## config.mk

```make
export PLATFORM = sky130hd
export DESIGN_NAME = interrupt_enable_pending_claim_core
export DESIGN_NICKNAME = d
export VERILOG_FILES = /design/src/hdl/iepc_pkg.sv /design/src/hdl/iepc_claim_enc.sv /design/src/hdl/interrupt_enable_pending_claim_core.sv
export SDC_FILE = /design/constraint.sdc
export NUM_CORES = 1
export LEC_CHECK = 0
export BUFFER_PORTS_ARGS = -buffer_cell sky130_fd_sc_hd__buf_2
export CORE_AREA = 2 2 153 155
export CTS_CLUSTER_SIZE = 12
export DETAILED_ROUTE_END_ITERATION = 6
export DIE_AREA = 0 0 155 157
export HOLD_SLACK_MARGIN = 0.06
export PLACE_DENSITY = 0.61
export SYNTH_ARGS = -nofsm -noshare
export SYNTH_HDL_FRONTEND = slang
export SYNTH_HIERARCHICAL = 1
export SYNTH_SLANG_ARGS = --single-unit
```

## constraint.sdc

```tcl
create_clock -name clock -period 5.21 [get_ports clock]
set_input_delay 1.042 -clock clock [delete_from_list [all_inputs] [get_ports clock]]
set_output_delay 1.042 -clock clock [all_outputs]
set_load 0.01 [all_outputs]
```

## src/hdl/iepc_pkg.sv

```systemverilog
// Shared types and constants for the interrupt enable, pending and claim core.
// Holds the request codes, the request and response payload structs and the
// default source geometry. Depends on nothing.
`timescale 1ns / 1ps

package iepc_pkg;

   localparam int GROUP_WIDTH_DEF = 32;
   localparam int GROUP_COUNT_DEF = 2;
   localparam int REQ_TYPE_WIDTH  = 3;
   localparam int SRC_WIDTH       = 6;

   typedef enum logic [REQ_TYPE_WIDTH-1:0] {
      REQ_ENABLE  = 3'd0,
      REQ_DISABLE = 3'd1,
      REQ_QUERY   = 3'd2,
      REQ_CLEAR   = 3'd3,
      REQ_CLAIM   = 3'd4,
      REQ_RAISE   = 3'd5
   } req_code_type;

   typedef struct packed {
      logic [REQ_TYPE_WIDTH-1:0] req_type;
      logic [SRC_WIDTH-1:0]      source;
   } req_payload_type;

   typedef struct packed {
      logic                 is_enabled;
      logic                 found;
      logic [SRC_WIDTH-1:0] claimed_source;
   } rsp_payload_type;

endpackage

```

## src/hdl/iepc_claim_enc.sv

```systemverilog
// Fixed-priority claim encoder: picks the lowest set bit of the ready vector.
// Returns a found flag, the one-hot grant and the binary index of the winner.
// Depends on nothing.
`timescale 1ns / 1ps

module iepc_claim_enc #(
   parameter int WIDTH     = 64,
   parameter int IDX_WIDTH = $clog2(WIDTH)
) (
   input  logic [WIDTH-1:0]     ready_vec,
   output logic                 found,
   output logic [WIDTH-1:0]     grant,
   output logic [IDX_WIDTH-1:0] index
);

   always_comb begin
      found = |ready_vec;
      grant = ready_vec & (~ready_vec + WIDTH'(1));
      index = '0;
      for (int i = 0; i < WIDTH; i++) begin
         if (grant[i]) begin
            index = index | IDX_WIDTH'(i);
         end
      end
   end

endmodule

```

## src/hdl/interrupt_enable_pending_claim_core.sv

```systemverilog
// Channel  Direction  Ports                           Payload
// request  in         req_valid, req_ready, req_data  iepc_pkg::req_payload_type
// response out        rsp_valid, rsp_ready, rsp_data  iepc_pkg::rsp_payload_type
//
// One request is taken per cycle unless the response stalls; its response is valid
// when the result register loads the outcome computed from the input register.
// The enable and pending masks change at the same edge that loads the result, so
// the next request always sees the updated masks. A stalled response holds both
// stages, and req_ready follows rsp_ready in the same cycle.
// Synchronous reset clears both valid flags and all four masks.
// Depends on iepc_pkg and iepc_claim_enc.
`timescale 1ns / 1ps

module interrupt_enable_pending_claim_core #(
   parameter int GROUP_WIDTH = iepc_pkg::GROUP_WIDTH_DEF,
   parameter int GROUP_COUNT = iepc_pkg::GROUP_COUNT_DEF
) (
   input  logic                      clock,
   input  logic                      reset,
   input  logic                      req_valid,
   output logic                      req_ready,
   input  iepc_pkg::req_payload_type req_data,
   output logic                      rsp_valid,
   input  logic                      rsp_ready,
   output iepc_pkg::rsp_payload_type rsp_data
);

   localparam int NumSrc   = GROUP_WIDTH * GROUP_COUNT;
   localparam int IdxWidth = $clog2(NumSrc);
   localparam int CmpWidth = iepc_pkg::SRC_WIDTH + 1;

   logic                      stg_vld_ff, stg_vld_in;
   iepc_pkg::req_payload_type stg_req_ff;
   logic                      rsp_vld_ff, rsp_vld_in;
   iepc_pkg::rsp_payload_type rsp_data_ff, rsp_data_in;

   logic [NumSrc-1:0] ienab_ff, ienab_in;
   logic [NumSrc-1:0] eenab_ff, eenab_in;
   logic [NumSrc-1:0] ipend_ff, ipend_in;
   logic [NumSrc-1:0] epend_ff, epend_in;

   logic              stage_go;
   logic              exec;
   logic              in_range;
   logic [NumSrc-1:0] src_bit;
   logic [NumSrc-1:0] claim_ready;
   logic              claim_found;
   logic [NumSrc-1:0] claim_grant;
   logic [IdxWidth-1:0] claim_index;

   assign stage_go  = !rsp_vld_ff || rsp_ready;
   assign exec      = stg_vld_ff && stage_go;
   assign req_ready = !stg_vld_ff || stage_go;
   assign rsp_valid = rsp_vld_ff;
   assign rsp_data  = rsp_data_ff;

   assign stg_vld_in = req_ready ? req_valid : stg_vld_ff;
   assign rsp_vld_in = stage_go ? stg_vld_ff : rsp_vld_ff;

   assign in_range    = {1'b0, stg_req_ff.source} < CmpWidth'(NumSrc);
   assign src_bit     = in_range ? (NumSrc'(1) << stg_req_ff.source) : '0;
   assign claim_ready = ipend_ff & ienab_ff;

   iepc_claim_enc #(
      .WIDTH     (NumSrc),
      .IDX_WIDTH (IdxWidth)
   ) u_claim_enc (
      .ready_vec (claim_ready),
      .found     (claim_found),
      .grant     (claim_grant),
      .index     (claim_index)
   );

   always_comb begin
      ienab_in    = ienab_ff;
      eenab_in    = eenab_ff;
      ipend_in    = ipend_ff;
      epend_in    = epend_ff;
      rsp_data_in = '0;
      case (stg_req_ff.req_type)
         iepc_pkg::REQ_ENABLE: begin
            ienab_in = ienab_ff | src_bit;
            eenab_in = eenab_ff | src_bit;
         end
         iepc_pkg::REQ_DISABLE: begin
            ienab_in = ienab_ff & ~src_bit;
            eenab_in = eenab_ff & ~src_bit;
         end
         iepc_pkg::REQ_QUERY: begin
            rsp_data_in.is_enabled = |(ienab_ff & eenab_ff & src_bit);
         end
         iepc_pkg::REQ_CLEAR: begin
            ipend_in = ipend_ff & ~src_bit;
            epend_in = epend_ff & ~src_bit;
         end
         iepc_pkg::REQ_CLAIM: begin
            ipend_in = ipend_ff & ~claim_grant;
            epend_in = epend_ff & ~claim_grant;
            rsp_data_in.found          = claim_found;
            rsp_data_in.claimed_source = iepc_pkg::SRC_WIDTH'(claim_index);
         end
         iepc_pkg::REQ_RAISE: begin
            ipend_in = ipend_ff | src_bit;
            epend_in = epend_ff | src_bit;
         end
         default: begin
            rsp_data_in = '0;
         end
      endcase
   end

   always_ff @(posedge clock) begin
      if (reset) begin
         stg_vld_ff <= 1'b0;
         rsp_vld_ff <= 1'b0;
         ienab_ff   <= '0;
         eenab_ff   <= '0;
         ipend_ff   <= '0;
         epend_ff   <= '0;
      end else begin
         stg_vld_ff <= stg_vld_in;
         rsp_vld_ff <= rsp_vld_in;
         if (exec) begin
            ienab_ff <= ienab_in;
            eenab_ff <= eenab_in;
            ipend_ff <= ipend_in;
            epend_ff <= epend_in;
         end
      end
   end

   always_ff @(posedge clock) begin
      if (req_valid && req_ready) begin
         stg_req_ff <= req_data;
      end
      if (exec) begin
         rsp_data_ff <= rsp_data_in;
      end
   end

`ifndef SYNTHESIS
   a_enab_match : assert property (@(posedge clock) disable iff (reset)
      ienab_ff == eenab_ff)
      else $error("interrupt and event enable masks diverged");

   a_pend_match : assert property (@(posedge clock) disable iff (reset)
      ipend_ff == epend_ff)
      else $error("interrupt and event pending masks diverged");

   a_claim_clears : assert property (@(posedge clock) disable iff (reset)
      exec && (stg_req_ff.req_type == iepc_pkg::REQ_CLAIM) && claim_found
      |=> (ipend_ff & $past(claim_grant)) == '0)
      else $error("claimed source still pending after claim");

   a_stage_hold : assert property (@(posedge clock) disable iff (reset)
      stg_vld_ff && !stage_go |=> stg_vld_ff && $stable(stg_req_ff))
      else $error("input stage changed while the result stage was stalled");
`endif

endmodule

```

==> results.yml <==
run_status:
  status: "completed"
clock_network:
  post_cts_buffers: 0
  cts_tree: "built"
  cts_resized: 0
  path_clk_slew_ns: 0.07
  holdBufCountCts: 0
  htree_levels: 4
  clock_latency_ns: 0.44
  cts_buffers: 17
  clockBufferDepth: 2
  clock_sinks: 147
  cts-root-buf: "clkbuf_16"
drt:
  via_per_inst: 6.52
  post_drt_wl_per_cell_um: 24.4
  wl_met1_um: 15400
  top_layer: "met4"
  firstDrtPassIters: 6
  drc: 0
  via_count: 9633
  wl_met3_um: 3150
  ant_nets: 0
  drt-total-wl_um: 36000
  wl_met2_um: 16100
  drt_iter0_markers: 1082
layout:
  nets: 1193
  fin_util: 0.434
  instances_no_fill: 1478
  final_layout_size_suffix_gt1_frac: 0.0847
  syn_to_final_growth_pct: 9.21
  antennaDiodeCount: 0
timing:
  slew_headroom: 0.316
  skew_ns: 0.0135
  worst_pin_slew_ns: 1.03
  fin_hold_ws_ns: 0.503
  period_minus_slack_ns: 3.69
  final-hold-violation-count: 0
  finalSetupViolCount: 0
  fin_setup_tns_ns: 0
  period_share: 0.708
  grt_setup_unrepaired: "no"
  fmax_mhz: 271
  slew_violations: 0
  setup_ws_ns: 1.52
synth:
  synth-seq-cells: 147
  synth_xor_area_frac: 0
  yosysWarnings: 6
  synth_top_family_by_area: "simple AND/OR/NAND/NOR gates"
  async_flop_share: 0
  yosysSeqAreaShare: 0.348
  synth_area_mm2: 0.00895
  synth.avg_cell_area_um2: 7.39
  yosys.area_share.adder: 0
  synth_cell_types: 73
  syn_inst: 1211
  synth_edf_count: 17
  syn-num-nets: 1224
  synth_compound_area_frac: 0.184
  synthSimpleGateAreaFrac: 0.406
  muxShareOfSynthArea: 0.0120
  synthFlopType: "dfxtp_1"
floorplanning:
  rows: 55
  pin_count: 23
  dieArea_mm2: 0.0243
  start_util: 0.398
  fp.dieH_um: 157
  core_mm2: 0.0225
  die_w_um: 155
min_path:
  hold_class: "reg2reg"
worst_setup_path:
  criticalPathCategory: "reg2reg"
  worst_r2r_path_depth: 9
  crit_fanout: 11
  r2r_end: "rsp_data[1]"
  critPathArrivalTime_ns: 3.99
  endpoint_kind: "flip-flop"
  required_ns: 5.51
  rrSetupSlack_ns: 1.52
  cp-endpoint: "rsp_data[1]"
  setup.worst_path.start_class: "flip-flop"
global_route:
  grt_max_degree: 92
  track_usage: 0.298
  antenna_found_initial: 0
  first_global_vias: 8926
  grt_pass1_wl_um: 55400
  grt_overflow: 0
place:
  place.gp.congestion: 0.979
  port_buffers: 22
  dp_hpwl_um: 24700
  pre_cts_ws_ns: 1.65
  dp_cells: 1446
run:
  maxCapViolCount: 0
pwr:
  power_leakage_uw: 0.00347
  power_density_mw_per_mm2: 263
  ir_drop_uv: 183
synth_stat cells (6+ instances only):
master / instances / share of area
inv_1: 22 / 0.0092
dfxtp_1: 130 / 0.29
nand3_1: 30 / 0.017
clkbuf_1: 72 / 0.030
o21ai_0: 8 / 0.0045
edfxtp_1: 17 / 0.057
nor2_1: 227 / 0.095
and2_1: 80 / 0.056
nand2_1: 30 / 0.013
nand2b_1: 7 / 0.0049
nor3b_1: 9 / 0.0075
and3_1: 26 / 0.018
or3_1: 6 / 0.0042
a32oi_1: 6 / 0.0059
o22ai_1: 64 / 0.045
nor4_1: 19 / 0.013
nand4_1: 19 / 0.013
nor3_1: 171 / 0.096
nor4b_1: 8 / 0.0078
a21oi_1: 86 / 0.048
a211oi_1: 53 / 0.044
nor2b_1: 14 / 0.0098
cell families after synthesis:
logic type / count (synthesis)
simple gates: 691
compound gates: 256
flops: 147
mux: 8
buf+inv: 109
layout by cell type, fill, tap and decap left out, drive strengths merged, types with 26 or more instances in the layout:
cell,Yosys,routed
o22ai,65,65
nand2,31,31
nand3,33,33
nor3,174,174
and2,81,81
dfxtp,130,130
inv,22,26
and3,27,27
nor2,228,228
a211oi,53,53
a21oi,86,86
buf,14,37
per-stage QoR:
step | instance area, µm² | total power, µW
after floorplan | 8950 | 1290
after global placement | 9200 | 1350
after global routing | 9770 | 2650
final | 9770 | 2570
after CTS | 9770 | 2580
after detailed placement | 9200 | 1350
critical path: stages, from the launching register on:
cell and delay, ns:
dfxtp_1 0.33, and2_1 0.23, or4_4 0.61, nor4_4 0.54
and3_1 0.60, nand3_2 0.22, nor4_1 0.58, nor4_1 0.17
nand3_1 0.14, and2_1 0.12
power breakdown:
part           internal, µW  switching (µW)
Sequential             1150            18.3
Clock                   693             552
Combinational          34.8             124
metal layers:
layer	vias up	global-route usage
met4	0	0.116
li1	4386	-
met5	-	0
met1	4611	0.411
met2	549	0.464
met3	87	0.0534
worst min-delay path by stage:
stage                  from            to  slack, ns  cells after the start
2_1_floorplan    stg_vld_ff     rsp_valid       0.48                      2
3_3_place_gp   ipend_ff[23]  ipend_ff[23]       0.49                      2
3_5_place_dp    ipend_ff[9]   ipend_ff[9]       0.49                      2
4_1_cts        ipend_ff[14]  ipend_ff[14]       0.50                      2
5_1_grt         ipend_ff[2]   ipend_ff[2]       0.52                      2
6_report        ipend_ff[7]   ipend_ff[7]       0.50                      2
final cells by class:
| cell class | count | area (µm²) |
|---|---|---|
| fillers | 2287 | 12700 |
| multi-input cells | 955 | 5420 |
| flip-flops and latches | 147 | 3110 |
| clock buffers | 19 | 454 |
| well taps | 285 | 357 |
| repair buffers | 37 | 225 |
| clock inverters | 13 | 124 |
| inverters | 22 | 82.6 |
Power figures use the tool's default switching activity.
